===== config.mk =====
export PLATFORM = sky130hd
export DESIGN_NAME = three_level_ready_queue_scheduler_flat
export DESIGN_NICKNAME = d
export VERILOG_FILES = /design/src/rtl/tlrq_pkg.sv /design/src/rtl/tlrq_req_if.sv /design/src/rtl/tlrq_rsp_if.sv /design/src/rtl/tlrq_cfg_if.sv /design/src/rtl/tlrq_ram.sv /design/src/rtl/tlrq_ctrl.sv /design/src/rtl/tlrq_dp.sv /design/src/rtl/three_level_ready_queue_scheduler.sv /design/src/flat_wrapper.sv
export SDC_FILE = /design/constraint.sdc
export NUM_CORES = 2
export LEC_CHECK = 0
export BUFFER_PORTS_ARGS = -buffer_cell sky130_fd_sc_hd__buf_2
export CORE_ASPECT_RATIO = 1.2
export CORE_MARGIN = 1.5
export CORE_UTILIZATION = 61
export DETAILED_ROUTE_END_ITERATION = 10
export PLACE_DENSITY = 0.86
export SLEW_MARGIN = 5
export SYNTH_ARGS = -nofsm -noshare
export SYNTH_HDL_FRONTEND = slang
export SYNTH_SLANG_ARGS = --single-unit

===== constraint.sdc =====
create_clock -name clk -period 19.35 [get_ports clk]
set_input_delay 1.935 -clock clk [delete_from_list [all_inputs] [get_ports clk]]
set_output_delay 1.935 -clock clk [all_outputs]
set_load 0.1 [all_outputs]

===== src/rtl/tlrq_pkg.sv =====
// ----------------------------------------------------------------------------
// tlrq_pkg
// Types, codes and helpers shared by the three-level ready queue scheduler.
// ----------------------------------------------------------------------------
package tlrq_pkg;

  typedef enum logic [1:0] {
    CMD_INSERT = 2'd0,
    CMD_PICK   = 2'd1,
    CMD_AGE    = 2'd2,
    CMD_NONE   = 2'd3
  } cmd_t;

  typedef enum logic [1:0] {
    ST_OK    = 2'd0,
    ST_FULL  = 2'd1,
    ST_EMPTY = 2'd2
  } status_t;

  typedef enum logic [1:0] {
    PH_PICK = 2'd0,
    PH_AGE  = 2'd1,
    PH_REQ  = 2'd2
  } phase_t;

  localparam int CFG_IDX_W = 3;
  localparam logic [CFG_IDX_W-1:0] REG_L1_FLOOR   = 3'd0;
  localparam logic [CFG_IDX_W-1:0] REG_L2_FLOOR   = 3'd1;
  localparam logic [CFG_IDX_W-1:0] REG_WAIT_INC   = 3'd2;
  localparam logic [CFG_IDX_W-1:0] REG_WAIT_LIMIT = 3'd3;
  localparam logic [CFG_IDX_W-1:0] REG_PRIO_STEP  = 3'd4;
  localparam logic [CFG_IDX_W-1:0] REG_PRIO_MAX   = 3'd5;

  localparam logic [7:0]  L1_FLOOR_RST   = 8'd100;
  localparam logic [7:0]  L2_FLOOR_RST   = 8'd50;
  localparam logic [9:0]  WAIT_INC_RST   = 10'd100;
  localparam logic [15:0] WAIT_LIMIT_RST = 16'd400;
  localparam logic [7:0]  PRIO_STEP_RST  = 8'd10;
  localparam logic [7:0]  PRIO_MAX_RST   = 8'd149;

  localparam logic [16:0] WAIT_SAT  = 17'h1FFFF;
  localparam logic [4:0]  COUNT_SAT = 5'd31;

  localparam logic [1:0] LVL_NONE = 2'd0;
  localparam logic [1:0] LVL_1    = 2'd1;
  localparam logic [1:0] LVL_2    = 2'd2;
  localparam logic [1:0] LVL_3    = 2'd3;

  typedef struct packed {
    logic [15:0] id;
    logic [7:0]  prio;
    logic [15:0] burst;
    logic [16:0] wait_cnt;
    logic [31:0] order;
  } entry_t;

  typedef enum logic [3:0] {
    S_IDLE,
    S_INS,
    S_SCAN,
    S_FLUSH,
    S_PICK_END,
    S_REQ_START,
    S_REQ_SCAN,
    S_REQ_FLUSH,
    S_REQ_COMMIT,
    S_DONE
  } state_t;

  typedef struct packed {
    logic    load;
    logic    ins_step;
    logic    rd;
    phase_t  phase;
    logic    req_clr;
    logic    req_commit;
    logic    pick_commit;
    logic    res_load;
    status_t res_code;
  } dp_cmd_t;

  typedef struct packed {
    logic ins_free;
    logic idx_last;
    logic found;
    logic any_pending;
    logic out_free;
  } dp_status_t;

  function automatic logic [1:0] level_of(input logic [7:0] prio,
                                          input logic [7:0] l1_floor,
                                          input logic [7:0] l2_floor);
    logic [1:0] lvl;
    if (prio >= l1_floor) begin
      lvl = LVL_1;
    end else if (prio >= l2_floor) begin
      lvl = LVL_2;
    end else begin
      lvl = LVL_3;
    end
    return lvl;
  endfunction

endpackage


===== src/rtl/tlrq_req_if.sv =====
// ----------------------------------------------------------------------------
// tlrq_req_if
// Command channel of the scheduler: valid, ready and one command item.
// ----------------------------------------------------------------------------
interface tlrq_req_if;
  logic        valid;
  logic        ready;
  logic [1:0]  cmd;
  logic [15:0] thread_id;
  logic [7:0]  priority_req;
  logic [15:0] burst_time;

  modport source (output valid, cmd, thread_id, priority_req, burst_time, input ready);
  modport sink (input valid, cmd, thread_id, priority_req, burst_time, output ready);
endinterface


===== src/rtl/tlrq_rsp_if.sv =====
// ----------------------------------------------------------------------------
// tlrq_rsp_if
// Result channel of the scheduler: valid, ready and one result item.
// ----------------------------------------------------------------------------
interface tlrq_rsp_if;
  logic        valid;
  logic        ready;
  logic [1:0]  status;
  logic [15:0] picked_id;
  logic [1:0]  picked_level;
  logic [7:0]  picked_priority;
  logic [15:0] picked_burst;
  logic [4:0]  aged_count;

  modport source (output valid, status, picked_id, picked_level, picked_priority,
                  picked_burst, aged_count, input ready);
  modport sink (input valid, status, picked_id, picked_level, picked_priority,
                picked_burst, aged_count, output ready);
endinterface


===== src/rtl/tlrq_cfg_if.sv =====
// ----------------------------------------------------------------------------
// tlrq_cfg_if
// Register write channel of the scheduler: valid, ready, index and data.
// ----------------------------------------------------------------------------
interface tlrq_cfg_if;
  logic        valid;
  logic        ready;
  logic [2:0]  index;
  logic [15:0] data;

  modport source (output valid, index, data, input ready);
  modport sink (input valid, index, data, output ready);
endinterface


===== src/rtl/tlrq_ram.sv =====
// ----------------------------------------------------------------------------
// tlrq_ram
// Generic single write, single read RAM with registered read data.
// ----------------------------------------------------------------------------
module tlrq_ram #(
  parameter int WIDTH = 8,
  parameter int DEPTH = 16
) (
  input  logic                     clk,
  input  logic                     wr_en,
  input  logic [$clog2(DEPTH)-1:0] wr_addr,
  input  logic [WIDTH-1:0]         wr_data,
  input  logic [$clog2(DEPTH)-1:0] rd_addr,
  output logic [WIDTH-1:0]         rd_data
);

  logic [WIDTH-1:0] mem [DEPTH];

  always_ff @(posedge clk) begin
    if (wr_en) begin
      mem[wr_addr] <= wr_data;
    end
    rd_data <= mem[rd_addr];
  end

endmodule


===== src/rtl/tlrq_ctrl.sv =====
// ----------------------------------------------------------------------------
// tlrq_ctrl
// Sequencer: walks the table for insert, pick, aging and requeue passes.
// ----------------------------------------------------------------------------
module tlrq_ctrl (
  input  logic                 clk,
  input  logic                 rst,
  input  logic                 in_valid,
  input  tlrq_pkg::cmd_t       in_cmd,
  output logic                 in_ready,
  input  tlrq_pkg::dp_status_t sts,
  output tlrq_pkg::dp_cmd_t    ctl
);

  tlrq_pkg::state_t  state, state_next;
  tlrq_pkg::status_t code, code_next;
  logic              is_age, is_age_next;

  always_ff @(posedge clk) begin
    if (rst) begin
      state  <= tlrq_pkg::S_IDLE;
      code   <= tlrq_pkg::ST_OK;
      is_age <= 1'b0;
    end else begin
      state  <= state_next;
      code   <= code_next;
      is_age <= is_age_next;
    end
  end

  always_comb begin
    state_next  = state;
    code_next   = code;
    is_age_next = is_age;
    unique case (state)
      tlrq_pkg::S_IDLE: begin
        if (in_valid) begin
          is_age_next = (in_cmd == tlrq_pkg::CMD_AGE);
          code_next   = tlrq_pkg::ST_OK;
          unique case (in_cmd)
            tlrq_pkg::CMD_INSERT: state_next = tlrq_pkg::S_INS;
            tlrq_pkg::CMD_PICK, tlrq_pkg::CMD_AGE: state_next = tlrq_pkg::S_SCAN;
            default: state_next = tlrq_pkg::S_DONE;
          endcase
        end
      end
      tlrq_pkg::S_INS: begin
        if (sts.ins_free) begin
          state_next = tlrq_pkg::S_DONE;
        end else if (sts.idx_last) begin
          code_next  = tlrq_pkg::ST_FULL;
          state_next = tlrq_pkg::S_DONE;
        end
      end
      tlrq_pkg::S_SCAN: begin
        if (sts.idx_last) state_next = tlrq_pkg::S_FLUSH;
      end
      tlrq_pkg::S_FLUSH: begin
        state_next = is_age ? tlrq_pkg::S_REQ_START : tlrq_pkg::S_PICK_END;
      end
      tlrq_pkg::S_PICK_END: begin
        code_next  = sts.found ? tlrq_pkg::ST_OK : tlrq_pkg::ST_EMPTY;
        state_next = tlrq_pkg::S_DONE;
      end
      tlrq_pkg::S_REQ_START: begin
        state_next = sts.any_pending ? tlrq_pkg::S_REQ_SCAN : tlrq_pkg::S_DONE;
      end
      tlrq_pkg::S_REQ_SCAN: begin
        if (sts.idx_last) state_next = tlrq_pkg::S_REQ_FLUSH;
      end
      tlrq_pkg::S_REQ_FLUSH: state_next = tlrq_pkg::S_REQ_COMMIT;
      tlrq_pkg::S_REQ_COMMIT: state_next = tlrq_pkg::S_REQ_START;
      tlrq_pkg::S_DONE: begin
        if (sts.out_free) state_next = tlrq_pkg::S_IDLE;
      end
      default: state_next = tlrq_pkg::S_IDLE;
    endcase
  end

  always_comb begin
    in_ready = 1'b0;
    ctl      = '0;
    ctl.res_code = code;
    unique case (state)
      tlrq_pkg::S_IDLE: begin
        in_ready = 1'b1;
        ctl.load = in_valid;
      end
      tlrq_pkg::S_INS: ctl.ins_step = 1'b1;
      tlrq_pkg::S_SCAN: begin
        ctl.rd    = 1'b1;
        ctl.phase = is_age ? tlrq_pkg::PH_AGE : tlrq_pkg::PH_PICK;
      end
      tlrq_pkg::S_PICK_END: ctl.pick_commit = sts.found;
      tlrq_pkg::S_REQ_START: ctl.req_clr = sts.any_pending;
      tlrq_pkg::S_REQ_SCAN: begin
        ctl.rd    = 1'b1;
        ctl.phase = tlrq_pkg::PH_REQ;
      end
      tlrq_pkg::S_REQ_COMMIT: ctl.req_commit = 1'b1;
      tlrq_pkg::S_DONE: ctl.res_load = sts.out_free;
      default: ;
    endcase
  end

endmodule


===== src/rtl/tlrq_dp.sv =====
// ----------------------------------------------------------------------------
// tlrq_dp
// Datapath: slot table, registers, scan compare stage and result register.
// ----------------------------------------------------------------------------
module tlrq_dp #(
  parameter int MAX_THREADS = 16
) (
  input  logic                 clk,
  input  logic                 rst,
  input  tlrq_pkg::dp_cmd_t    ctl,
  output tlrq_pkg::dp_status_t sts,
  input  logic [1:0]           in_cmd,
  input  logic [15:0]          in_thread_id,
  input  logic [7:0]           in_priority,
  input  logic [15:0]          in_burst,
  tlrq_rsp_if.source           rsp,
  tlrq_cfg_if.sink             cfg
);

  localparam int IW = $clog2(MAX_THREADS);
  localparam int EW = $bits(tlrq_pkg::entry_t);

  logic [7:0]  l1_floor, l2_floor, prio_step, prio_max;
  logic [9:0]  wait_inc;
  logic [15:0] wait_limit;

  logic [MAX_THREADS-1:0] valid, pending;
  logic [31:0]            counter, c0;
  logic [IW-1:0]          idx, rd_idx, best_idx;
  logic                   rd_pend;
  tlrq_pkg::phase_t       rd_phase;
  tlrq_pkg::entry_t       best_e, e, wr_e;
  logic [1:0]             best_lvl, lvl_c;
  logic                   best_found;
  logic [4:0]             aged_cnt;
  tlrq_pkg::cmd_t         item_cmd;
  logic [15:0]            item_id, item_burst;
  logic [7:0]             item_prio;

  logic          wr_en;
  logic [IW-1:0] wr_addr;
  logic [EW-1:0] rd_word;

  logic [31:0] age_c, age_b, oage_c, oage_b;
  logic        beats, pick_take, req_take, age_hit, age_over;
  logic [17:0] wsum;
  logic [16:0] wsat;
  logic [8:0]  psum;
  logic [7:0]  np;

  logic        out_valid;

  tlrq_ram #(.WIDTH(EW), .DEPTH(MAX_THREADS)) u_ram (
    .clk     (clk),
    .wr_en   (wr_en),
    .wr_addr (wr_addr),
    .wr_data (wr_e),
    .rd_addr (idx),
    .rd_data (rd_word)
  );

  assign e     = tlrq_pkg::entry_t'(rd_word);
  assign lvl_c = tlrq_pkg::level_of(e.prio, l1_floor, l2_floor);
  assign age_c = counter - e.order;
  assign age_b = counter - best_e.order;
  assign oage_c = c0 - e.order;
  assign oage_b = c0 - best_e.order;

  always_comb begin
    if (lvl_c == tlrq_pkg::LVL_1 && e.burst != best_e.burst) begin
      beats = e.burst < best_e.burst;
    end else if (lvl_c == tlrq_pkg::LVL_2 && e.id != best_e.id) begin
      beats = e.id < best_e.id;
    end else begin
      beats = age_c > age_b;
    end
  end

  assign pick_take = rd_pend && rd_phase == tlrq_pkg::PH_PICK && valid[rd_idx] &&
                     (!best_found || lvl_c < best_lvl || (lvl_c == best_lvl && beats));
  assign req_take  = rd_pend && rd_phase == tlrq_pkg::PH_REQ && pending[rd_idx] &&
                     (!best_found || oage_c > oage_b);
  assign age_hit   = rd_pend && rd_phase == tlrq_pkg::PH_AGE && valid[rd_idx];

  assign wsum     = {1'b0, e.wait_cnt} + {8'b0, wait_inc};
  assign wsat     = wsum[17] ? tlrq_pkg::WAIT_SAT : wsum[16:0];
  assign age_over = wsat > {1'b0, wait_limit};
  assign psum     = {1'b0, e.prio} + {1'b0, prio_step};
  assign np       = (psum > {1'b0, prio_max}) ? prio_max : psum[7:0];

  always_comb begin
    wr_en   = 1'b0;
    wr_addr = idx;
    wr_e    = e;
    if (ctl.ins_step && !valid[idx]) begin
      wr_en   = 1'b1;
      wr_e    = '{id: item_id, prio: item_prio, burst: item_burst,
                  wait_cnt: 17'd0, order: counter};
    end else if (age_hit) begin
      wr_en   = 1'b1;
      wr_addr = rd_idx;
      if (age_over) begin
        wr_e.prio     = np;
        wr_e.wait_cnt = 17'd0;
      end else begin
        wr_e.wait_cnt = wsat;
      end
    end else if (ctl.req_commit) begin
      wr_en       = 1'b1;
      wr_addr     = best_idx;
      wr_e        = best_e;
      wr_e.order  = counter;
    end
  end

  always_ff @(posedge clk) begin
    if (rst) begin
      l1_floor   <= tlrq_pkg::L1_FLOOR_RST;
      l2_floor   <= tlrq_pkg::L2_FLOOR_RST;
      wait_inc   <= tlrq_pkg::WAIT_INC_RST;
      wait_limit <= tlrq_pkg::WAIT_LIMIT_RST;
      prio_step  <= tlrq_pkg::PRIO_STEP_RST;
      prio_max   <= tlrq_pkg::PRIO_MAX_RST;
    end else if (cfg.valid) begin
      case (cfg.index)
        tlrq_pkg::REG_L1_FLOOR:   l1_floor   <= cfg.data[7:0];
        tlrq_pkg::REG_L2_FLOOR:   l2_floor   <= cfg.data[7:0];
        tlrq_pkg::REG_WAIT_INC:   wait_inc   <= cfg.data[9:0];
        tlrq_pkg::REG_WAIT_LIMIT: wait_limit <= cfg.data;
        tlrq_pkg::REG_PRIO_STEP:  prio_step  <= cfg.data[7:0];
        tlrq_pkg::REG_PRIO_MAX:   prio_max   <= cfg.data[7:0];
        default: ;
      endcase
    end
  end

  assign cfg.ready = 1'b1;

  always_ff @(posedge clk) begin
    if (ctl.load) begin
      item_cmd   <= tlrq_pkg::cmd_t'(in_cmd);
      item_id    <= in_thread_id;
      item_prio  <= in_priority;
      item_burst <= in_burst;
      c0         <= counter;
    end
    if (pick_take || req_take) begin
      best_e   <= e;
      best_idx <= rd_idx;
      best_lvl <= lvl_c;
    end
  end

  always_ff @(posedge clk) begin
    if (rst) begin
      valid      <= '0;
      pending    <= '0;
      counter    <= '0;
      idx        <= '0;
      rd_pend    <= 1'b0;
      rd_phase   <= tlrq_pkg::PH_PICK;
      rd_idx     <= '0;
      best_found <= 1'b0;
      aged_cnt   <= '0;
    end else begin
      rd_pend  <= ctl.rd;
      rd_phase <= ctl.phase;
      rd_idx   <= idx;
      if (ctl.load || ctl.req_clr) begin
        idx        <= '0;
        best_found <= 1'b0;
      end
      if (ctl.load) aged_cnt <= '0;
      if (ctl.rd) idx <= (idx == IW'(MAX_THREADS - 1)) ? '0 : idx + 1'b1;
      if (ctl.ins_step) begin
        if (!valid[idx]) begin
          valid[idx] <= 1'b1;
          counter    <= counter + 32'd1;
        end else if (idx != IW'(MAX_THREADS - 1)) begin
          idx <= idx + 1'b1;
        end
      end
      if (pick_take || req_take) best_found <= 1'b1;
      if (age_hit && age_over) begin
        pending[rd_idx] <= 1'b1;
        if (aged_cnt != tlrq_pkg::COUNT_SAT) aged_cnt <= aged_cnt + 5'd1;
      end
      if (ctl.req_commit) begin
        pending[best_idx] <= 1'b0;
        counter           <= counter + 32'd1;
      end
      if (ctl.pick_commit) valid[best_idx] <= 1'b0;
    end
  end

  always_ff @(posedge clk) begin
    if (rst) begin
      out_valid <= 1'b0;
    end else if (ctl.res_load) begin
      out_valid <= 1'b1;
    end else if (rsp.ready) begin
      out_valid <= 1'b0;
    end
  end

  always_ff @(posedge clk) begin
    if (ctl.res_load) begin
      rsp.status          <= ctl.res_code;
      rsp.picked_id       <= '0;
      rsp.picked_level    <= tlrq_pkg::LVL_NONE;
      rsp.picked_priority <= '0;
      rsp.picked_burst    <= '0;
      rsp.aged_count      <= '0;
      if (item_cmd == tlrq_pkg::CMD_PICK && ctl.res_code == tlrq_pkg::ST_OK) begin
        rsp.picked_id       <= best_e.id;
        rsp.picked_level    <= best_lvl;
        rsp.picked_priority <= best_e.prio;
        rsp.picked_burst    <= best_e.burst;
      end
      if (item_cmd == tlrq_pkg::CMD_AGE) rsp.aged_count <= aged_cnt;
    end
  end

  assign rsp.valid = out_valid;

  assign sts.ins_free    = !valid[idx];
  assign sts.idx_last    = (idx == IW'(MAX_THREADS - 1));
  assign sts.found       = best_found;
  assign sts.any_pending = |pending;
  assign sts.out_free    = !out_valid || rsp.ready;

  a_pending_valid: assert property (@(posedge clk) disable iff (rst)
    (pending & ~valid) == '0)
    else $error("aging mark on an empty slot");

  a_pick_clears: assert property (@(posedge clk) disable iff (rst)
    ctl.pick_commit |=> !valid[$past(best_idx)])
    else $error("picked slot still valid");

  a_commit_found: assert property (@(posedge clk) disable iff (rst)
    ctl.req_commit |-> best_found)
    else $error("requeue commit without a selected entry");

  a_res_room: assert property (@(posedge clk) disable iff (rst)
    ctl.res_load |-> (!out_valid || rsp.ready))
    else $error("result register overwritten");

endmodule


===== src/rtl/three_level_ready_queue_scheduler.sv =====
// ----------------------------------------------------------------------------
// three_level_ready_queue_scheduler
// Three-level ready queue with shortest-burst, lowest-id and oldest-first
// levels and priority aging.
// ----------------------------------------------------------------------------
// One transaction is handled at a time, one table slot per cycle through a
// single-port-read table RAM. An insert walks up from slot 0 to the lowest
// free slot, or reports full at the last slot; a pick scans every slot once;
// an aging tick scans every slot once, then makes one more full pass per
// raised entry, each pass finding the oldest one still to requeue. An unused
// command goes straight to the result. A final state loads the result
// register; the next command is accepted while that result waits. No
// clearing pass follows reset.
module three_level_ready_queue_scheduler #(
  parameter int MAX_THREADS = 16
) (
  input  logic       clk,
  input  logic       rst,
  tlrq_req_if.sink   req,
  tlrq_rsp_if.source rsp,
  tlrq_cfg_if.sink   cfg
);

  tlrq_pkg::dp_cmd_t    ctl;
  tlrq_pkg::dp_status_t sts;
  logic                 in_ready;

  assign req.ready = in_ready;

  tlrq_ctrl u_ctrl (
    .clk      (clk),
    .rst      (rst),
    .in_valid (req.valid),
    .in_cmd   (tlrq_pkg::cmd_t'(req.cmd)),
    .in_ready (in_ready),
    .sts      (sts),
    .ctl      (ctl)
  );

  tlrq_dp #(.MAX_THREADS(MAX_THREADS)) u_dp (
    .clk          (clk),
    .rst          (rst),
    .ctl          (ctl),
    .sts          (sts),
    .in_cmd       (req.cmd),
    .in_thread_id (req.thread_id),
    .in_priority  (req.priority_req),
    .in_burst     (req.burst_time),
    .rsp          (rsp),
    .cfg          (cfg)
  );

endmodule


===== src/flat_wrapper.sv =====
// flat-port wrapper written by rule: the top's interface ports become plain ports
module three_level_ready_queue_scheduler_flat 
#(
  parameter int MAX_THREADS = 16
)
  (clk, rst, req_valid, req_cmd, req_thread_id, req_priority_req, req_burst_time, req_ready, rsp_valid, rsp_status, rsp_picked_id, rsp_picked_level, rsp_picked_priority, rsp_picked_burst, rsp_aged_count, rsp_ready, cfg_valid, cfg_index, cfg_data, cfg_ready);
  tlrq_req_if req_i ();
  tlrq_rsp_if rsp_i ();
  tlrq_cfg_if cfg_i ();
  input  logic clk;
  input  logic rst;
  input wire logic [$bits(req_i.valid)-1:0] req_valid;
  input wire logic [$bits(req_i.cmd)-1:0] req_cmd;
  input wire logic [$bits(req_i.thread_id)-1:0] req_thread_id;
  input wire logic [$bits(req_i.priority_req)-1:0] req_priority_req;
  input wire logic [$bits(req_i.burst_time)-1:0] req_burst_time;
  output wire logic [$bits(req_i.ready)-1:0] req_ready;
  output wire logic [$bits(rsp_i.valid)-1:0] rsp_valid;
  output wire logic [$bits(rsp_i.status)-1:0] rsp_status;
  output wire logic [$bits(rsp_i.picked_id)-1:0] rsp_picked_id;
  output wire logic [$bits(rsp_i.picked_level)-1:0] rsp_picked_level;
  output wire logic [$bits(rsp_i.picked_priority)-1:0] rsp_picked_priority;
  output wire logic [$bits(rsp_i.picked_burst)-1:0] rsp_picked_burst;
  output wire logic [$bits(rsp_i.aged_count)-1:0] rsp_aged_count;
  input wire logic [$bits(rsp_i.ready)-1:0] rsp_ready;
  input wire logic [$bits(cfg_i.valid)-1:0] cfg_valid;
  input wire logic [$bits(cfg_i.index)-1:0] cfg_index;
  input wire logic [$bits(cfg_i.data)-1:0] cfg_data;
  output wire logic [$bits(cfg_i.ready)-1:0] cfg_ready;
  assign req_i.valid = req_valid;
  assign req_i.cmd = req_cmd;
  assign req_i.thread_id = req_thread_id;
  assign req_i.priority_req = req_priority_req;
  assign req_i.burst_time = req_burst_time;
  assign req_ready = req_i.ready;
  assign rsp_valid = rsp_i.valid;
  assign rsp_status = rsp_i.status;
  assign rsp_picked_id = rsp_i.picked_id;
  assign rsp_picked_level = rsp_i.picked_level;
  assign rsp_picked_priority = rsp_i.picked_priority;
  assign rsp_picked_burst = rsp_i.picked_burst;
  assign rsp_aged_count = rsp_i.aged_count;
  assign rsp_i.ready = rsp_ready;
  assign cfg_i.valid = cfg_valid;
  assign cfg_i.index = cfg_index;
  assign cfg_i.data = cfg_data;
  assign cfg_ready = cfg_i.ready;
  three_level_ready_queue_scheduler #(.MAX_THREADS(MAX_THREADS)) u_core (.clk(clk), .rst(rst), .req(req_i), .rsp(rsp_i), .cfg(cfg_i));
endmodule

Word-level counts from Yosys, hierarchy flattened
Memories as Yosys holds them, arrays and structs flattened. A register that Yosys moved wholly into a read port is not among the register bits.
Index checks and enable logic that the tools add are counted.
{"block": "totals", "regBits": 365, "latchBits": 0, "ram_bits": 1424, "mem_bits_ro": 0, "input_bits": 66, "output_inout_bits": 52, "elab_cells": 232, "n_memories": 1}
{"name": "u_core.u_dp.u_ram.mem", "words": 16, "width": 89, "rd": 1, "rd_clocked_by_memory_dff": 1, "wr": 1, "line_no": "tlrq_ram.sv:17", "source": "logic [WIDTH-1:0] mem [DEPTH];"}
{"block": "op_classes", "addsub": 9, "n_mul": 0, "n_div": 0, "n_lt_le_gt_ge": 15, "n_eq_ne": 36, "n_shift": 0, "mux": 82, "bitwise": 5, "reduce_logical": 47}
{"op": "89-bit 2-to-1 mux", "n": 2}
{"op": "16-bit 2-to-1 mux", "n": 9}
{"op": "32-bit 2-to-1 mux", "n": 4}
{"op": "32-bit subtractor", "n": 4}
{"op": "32-bit > comparator", "n": 2}
{"op": "4-bit 2-to-1 mux", "n": 16}
{"op": "17-bit 2-to-1 mux", "n": 3}
{"op": "4-bit one-hot mux with 10 select lines", "n": 1}
{"op": "32-bit by 1-bit adder with 32-bit output (second input constant)", "n": 1}
{"op": "16-bit AND", "n": 2}
{"op": "16-bit < comparator", "n": 2}
{"op": "16-bit != test", "n": 2}
{"op": "16-bit bitwise OR", "n": 2}
{"op": "1-bit 2-to-1 mux", "n": 27}
{"op": "8-bit 2-to-1 mux", "n": 3}
{"op": "17-bit by 10-bit adder with 18-bit output", "n": 1}
{"op": "17-bit by 16-bit > comparator with 1-bit output", "n": 1}
{"op": "1-bit logical AND", "n": 17}
{"op": "4-bit by 3-bit == test with 1-bit output (second input constant)", "n": 4}
{"op": "8-bit greater-or-equal comparator", "n": 2}
{"op": "16-bit inverter", "n": 1}
{"op": "2-bit AND reduction", "n": 8}
{"op": "16-bit OR reduction", "n": 1}
{"op": "4-bit by 5-bit < comparator with 1-bit output (second input constant)", "n": 3}
{"op": "37 further kinds", "n": 76}

Depth between registers and ports, before layout
{"block": "logic_depth", "word_depth": 12, "ltp_mapped": 22, "depth_no_buf": 22}

By module
Synthesis repeated with hierarchy kept, for this count alone.
{"block": "hier_totals", "hier_cells": 4988, "area_unflattened_um2": 80511.0}
{"module": "tlrq_ram", "instances": 1, "cells_each": 2282, "area_per_inst_um2": 55021.5, "seq_area_each_um2": 44542.7}
{"module": "tlrq_dp", "instances": 1, "cells_each": 2629, "area_per_inst_um2": 24867.6, "seq_area_each_um2": 9349.0}
{"module": "tlrq_ctrl", "instances": 1, "cells_each": 77, "area_per_inst_um2": 621.8, "seq_area_each_um2": 140.1}

Least setup slack after synthesis
OpenSTA, ideal clock, no wires.
{"block": "synth_path", "kind": "register to register", "from": "register u_core.u_dp.counter[0]", "to": "register u_core.u_dp.best_e[0] (netlist bit), enable pin", "setup_ps": 680, "arrival_ps": 11329, "slack_ps": 7341, "path_stages_with_launch": 21, "n_path_buf": 0, "cell_sequence": "dfxtp_1 > inv_1 > ha_1 > inv_1 > fa_1 > a21oi_1 > o21bai_1 > a2111oi_1 > o31ai_1 > a211oi_1 > o21ai_1 > a2111o_1 > a2111oi_0 > nor3_1 > ha_1 > nand4_1 > nor4_1 > o21ai_0 > and4b_1 > o211a_1 > o21ai_0"}
{"block": "synth_via", "elab_chain_len": 8, "elab_cells_between_ends": 9}
{"item": "start: declaration", "line_no": "tlrq_dp.sv:28", "source": "logic [31:0] counter, c0;"}
{"item": "start signal: assignment", "line_no": "tlrq_dp.sv:178", "source": "counter <= counter + 32'd1;"}
{"item": "start signal: assignment", "line_no": "tlrq_dp.sv:190", "source": "counter <= counter + 32'd1;"}
{"item": "32-bit subtractor, on equally long branches", "line_no": "tlrq_dp.sv:64, tlrq_dp.sv:65"}
{"item": "32-bit > comparator *", "line_no": "tlrq_dp.sv:75", "source": "beats = age_c > age_b;"}
{"item": "1-bit 2-to-1 mux *", "line_no": "tlrq_dp.sv:72", "source": "end else if (lvl_c == tlrq_pkg::LVL_2 && e.id != best_e.id) begin"}
{"item": "1-bit 2-to-1 mux *", "line_no": "tlrq_dp.sv:70", "source": "if (lvl_c == tlrq_pkg::LVL_1 && e.burst != best_e.burst) begin"}
{"item": "1-bit logical AND *", "line_no": "tlrq_dp.sv:80", "source": "(!best_found || lvl_c < best_lvl || (lvl_c == best_lvl && beats));"}
{"item": "1-bit logical OR *", "line_no": "tlrq_dp.sv:80"}
{"item": "1-bit logical AND *", "line_no": "tlrq_dp.sv:79", "source": "assign pick_take = rd_pend && rd_phase == tlrq_pkg::PH_PICK && valid[rd_idx] &&"}
{"item": "1-bit logical OR *", "line_no": "tlrq_dp.sv:147", "source": "if (pick_take || req_take) begin"}
{"item": "end signal: assignment", "line_no": "tlrq_dp.sv:148", "source": "best_e <= e;"}
{"item": "end: declaration", "line_no": "tlrq_dp.sv:32", "source": "tlrq_pkg::entry_t best_e, e, wr_e;"}
Every way passes the cells marked *; elsewhere a longest branch is shown, timed or not.
A chain may end at the register's enable or synchronous reset.

Worst setup path in the final report
{"block": "layout_path", "from": "register u_core.u_dp.counter[0]", "to": "register u_core.u_dp.best_e[56] (netlist bit), enable pin"}
The elaborated chain is that of the path after synthesis.

==> run metrics <==
status complete, no violations; hold-fix buffers at CTS 0; HPWL Detailed 118000 um; Switching Share 33.6%; Remaining Overflow, GRT 0; TritonCTS Sinks 1878; routing usage on met3 7.13%; Clock Tree Buf Depth 3; Seq/Total Area, Yosys 66.9%; Gate power share 32.8%; CTS tree built; Final Critical Period 7.41 ns; Site Rows 146; Global Route Usage Sum 32.5%; DRC viols 0; asr flop ratio synth 0%; fin cells 7015; first-pass iteration count of the detailed router 7; # setup viols final 0; Antenna Nets Post-Route 0; final period utilization 38.3%; count of cell types in the netlist 72; Pwr Density 158 mW/mm^2; RSZ-0062 raised after global routing no; Post-synth EDFFs 1642; CP delay by family, top compound AO/OA/AOI/OAI gates; Slew HR 4.49%; Mapped Cells 4928; synth-to-layout area growth 10.5%; average wire per standard cell 31.0 um; CP cell instances inv_1, ha_1, inv_1, fa_1, a21oi_1, o21bai_1, a2111oi_1, o31ai_1, a211oi_1, o21ai_1, a2111o_1, a2111oi_0, nor3_1, ha_1, nand4_1, nor4_1, o21ai_0, and4b_1, o211a_1, o21ai_4, buf_4; first-pass GRT wire length 319000 um; Placed Cells 6699; met1 GRT Util 40.5%; vias post-DR 48540; commonest non-fill, non-tap cell in the layout edfxtp_1; Crit path largest cell delay 0.97 ns; port bufs 116; largest net degree at the start of global routing 144; Final nets 5451; Initial Util 61.3%; Final WS setup 11.94 ns; Seq pwr share 43.1%; TritonCTS Buffers 165; Post-Place Worst Slack 12.12 ns; Die Ht 401 um; Final Hold Fails 0; commonest cells after routing, fill and taps aside 1642 x edfxtp_1, 460 x mux4_2, 348 x nand2_1; switching power 4750 uW; post-route cell area 0.0892 mm^2; M2 GR Usage 53.1%; fmax 135 MHz; Clock Latency Late Sink 0.82 ns; vias per std cell 6.92; Crit Path Class flop to flop; layout cells sized above 1 19.2%; max cap viols 0; Synth Area per Inst 16.4 um^2; DP Area 0.0836 mm^2; clock power share 24.2%; final WL 218000 um; leakage 0.0302 uW; Slowest cell on crit path buf_4; Final Max Tran Viols 0; Multi-input gate area 0.0254 mm^2; clk_skew 0.0292 ns; initial antenna violation count 18; fillers 7827; gpl congestion 0.884; Initial DRC Count 6764; worst vdd ir 152 uV; Synth Register Bits 1878; Ports 118; clk slew on worst S/H paths 0.06 ns; peak fanout along the critical path 62; YS warnings 0; gr busiest metal met2; CP startpoint kind flop; CP arrival 7.82 ns; Sequential Area 0.0540 mm^2; Max H-tree Level 4; synthesized area 0.0807 mm^2; vias in the first global route 49730; post-CTS resize count 0; clk root buf clkbuf_16; die area 0.135 mm^2; Post-CTS Setup Repair Bufs 0; min-delay worst type flop to flop; Post-synth top flop edfxtp_1; CP bufs+invs 3; core area 0.132 mm^2; Horiz. Die Dim 335 um; crit end category flop; Critical Path RT 19.76 ns; syn nets 5289; worst-margin pin slew 1.43 ns; Setup TNS 0 ns; Int Pwr 9380 uW
## worst min-delay path: cells and delay by family (launching register included)
kind	cells	cell delay [ns]
AO/OA/AOI/OAI	1	0.05
flip-flops	1	0.31
AND/OR/NAND/NOR	1	0.05
## sequential cells by signal, indices dropped and copies added (netlist names), 5 cells and up
register,count
u_core.u_dp.c0,32
u_core.u_dp.rsp.picked_priority,8
u_core.u_dp.rsp.picked_id,16
u_core.u_dp.l1_floor,8
u_core.u_dp.rsp.picked_burst,16
u_core.u_dp.best_e,89
u_core.u_dp.wait_limit,16
u_core.u_dp.u_ram.rd_data,89
u_core.u_dp.aged_cnt,5
u_core.u_dp.prio_step,8
u_core.u_dp.pending,16
u_core.u_dp.item_burst,16
u_core.u_dp.valid,16
u_core.u_dp.counter,32
u_core.u_dp.prio_max,8
u_core.u_dp.u_ram.mem,1424
u_core.u_dp.l2_floor,8
u_core.u_dp.item_id,16
u_core.u_dp.rsp.aged_count,5
u_core.u_dp.wait_inc,10
u_core.u_dp.item_prio,8
## power groups by stage
stage	clock (uW)	sequential [uW]	combinational [uW]
2_1_floorplan	0	6080	3100
3_3_place_gp	0	6090	4200
3_5_place_dp	0	6120	4400
4_1_cts	3420	6070	4540
5_1_grt	3570	6110	4940
6_report	3410	6090	4630
## Yosys cell counts, types with 6 or more instances
cell type	n	area share [%]
a41oi_1	11	0.12
mux2_2	37	0.52
and2_1	59	0.46
nor4_1	15	0.12
nor2_1	218	1.0
o21ai_0	105	0.65
nand3_1	57	0.35
a311oi_1	9	0.098
nor3_1	63	0.39
dfxtp_1	236	5.9
nand4_1	29	0.22
xor2_1	56	0.61
mux2i_1	8	0.099
a2111oi_0	8	0.087
fa_1	6	0.15
and4_1	7	0.076
edfxtp_1	1642	61
inv_1	199	0.93
nand2b_1	35	0.27
buf_1	39	0.18
xnor2_1	92	1.0
o21a_1	31	0.29
and3_1	34	0.26
o2111ai_1	10	0.11
or2_2	14	0.11
a221o_1	10	0.12
mux4_2	460	13
a31oi_1	69	0.53
a21oi_1	235	1.5
a211oi_1	34	0.32
nand2_1	349	1.6
o211ai_1	30	0.28
or3_1	17	0.13
clkbuf_1	151	0.70
o31ai_1	9	0.084
nor2b_1	54	0.42
o22a_1	13	0.14
a21o_1	91	0.85
ha_1	289	4.5
o21bai_1	20	0.19
## path summary, 6_finish.rpt
path / start / depth (start not counted) / to / slack, ns
worst max register to register: u_core.u_dp.counter[0] / 21 / u_core.u_dp.best_e[56] / 11.94
worst max-delay path: u_core.u_dp.counter[0] / 21 / u_core.u_dp.best_e[56] / 11.94
worst min-delay path: u_core.u_dp.l2_floor[7] / 2 / u_core.u_dp.l2_floor[7] / 0.46
worst min register to register: u_core.u_dp.l2_floor[7] / 2 / u_core.u_dp.l2_floor[7] / 0.46
## per-layer routing
layer / vias up / part of all wire, %
met1: 23973 / 34
met3: 934 / 11
met5: - / 0.090
met2: 3859 / 49
met4: 24 / 6.0
li1: 19750 / -
## through the flow
stage | util (%) | power, uW | hold WS, ns
2_1_floorplan | - | 9180 | 0.406
3_3_place_gp | 63.5 | 10300 | 0.434
3_5_place_dp | 63.5 | 10500 | 0.438
4_1_cts | 67.7 | 14000 | 0.453
5_1_grt | 67.7 | 14600 | 0.467
6_report | 67.7 | 14100 | 0.458
## cells by family after synthesis
family          count (synthesis)  share of synthesized area, %
flops                        1878                          66.9
simple gates                  970                          5.67
compound gates                735                          5.85
mux                           505                          13.4
buf+inv                       396                          1.86
fa+ha+maj                     295                          4.63
xor+xnor                      148                          1.61
other cells                     1                       0.00465
## area by class of cell
type,count,area share (%)
clock buffers,211,5.05
repair buffers,191,1.31
diodes,8,0.0224
well taps,1776,2.49
multi-input cells,2654,28.5
inverters,200,0.845
flip-flops and latches,1878,60.6
clock inverters,97,1.16
Note: power is estimated with default switching activity, not from simulation.
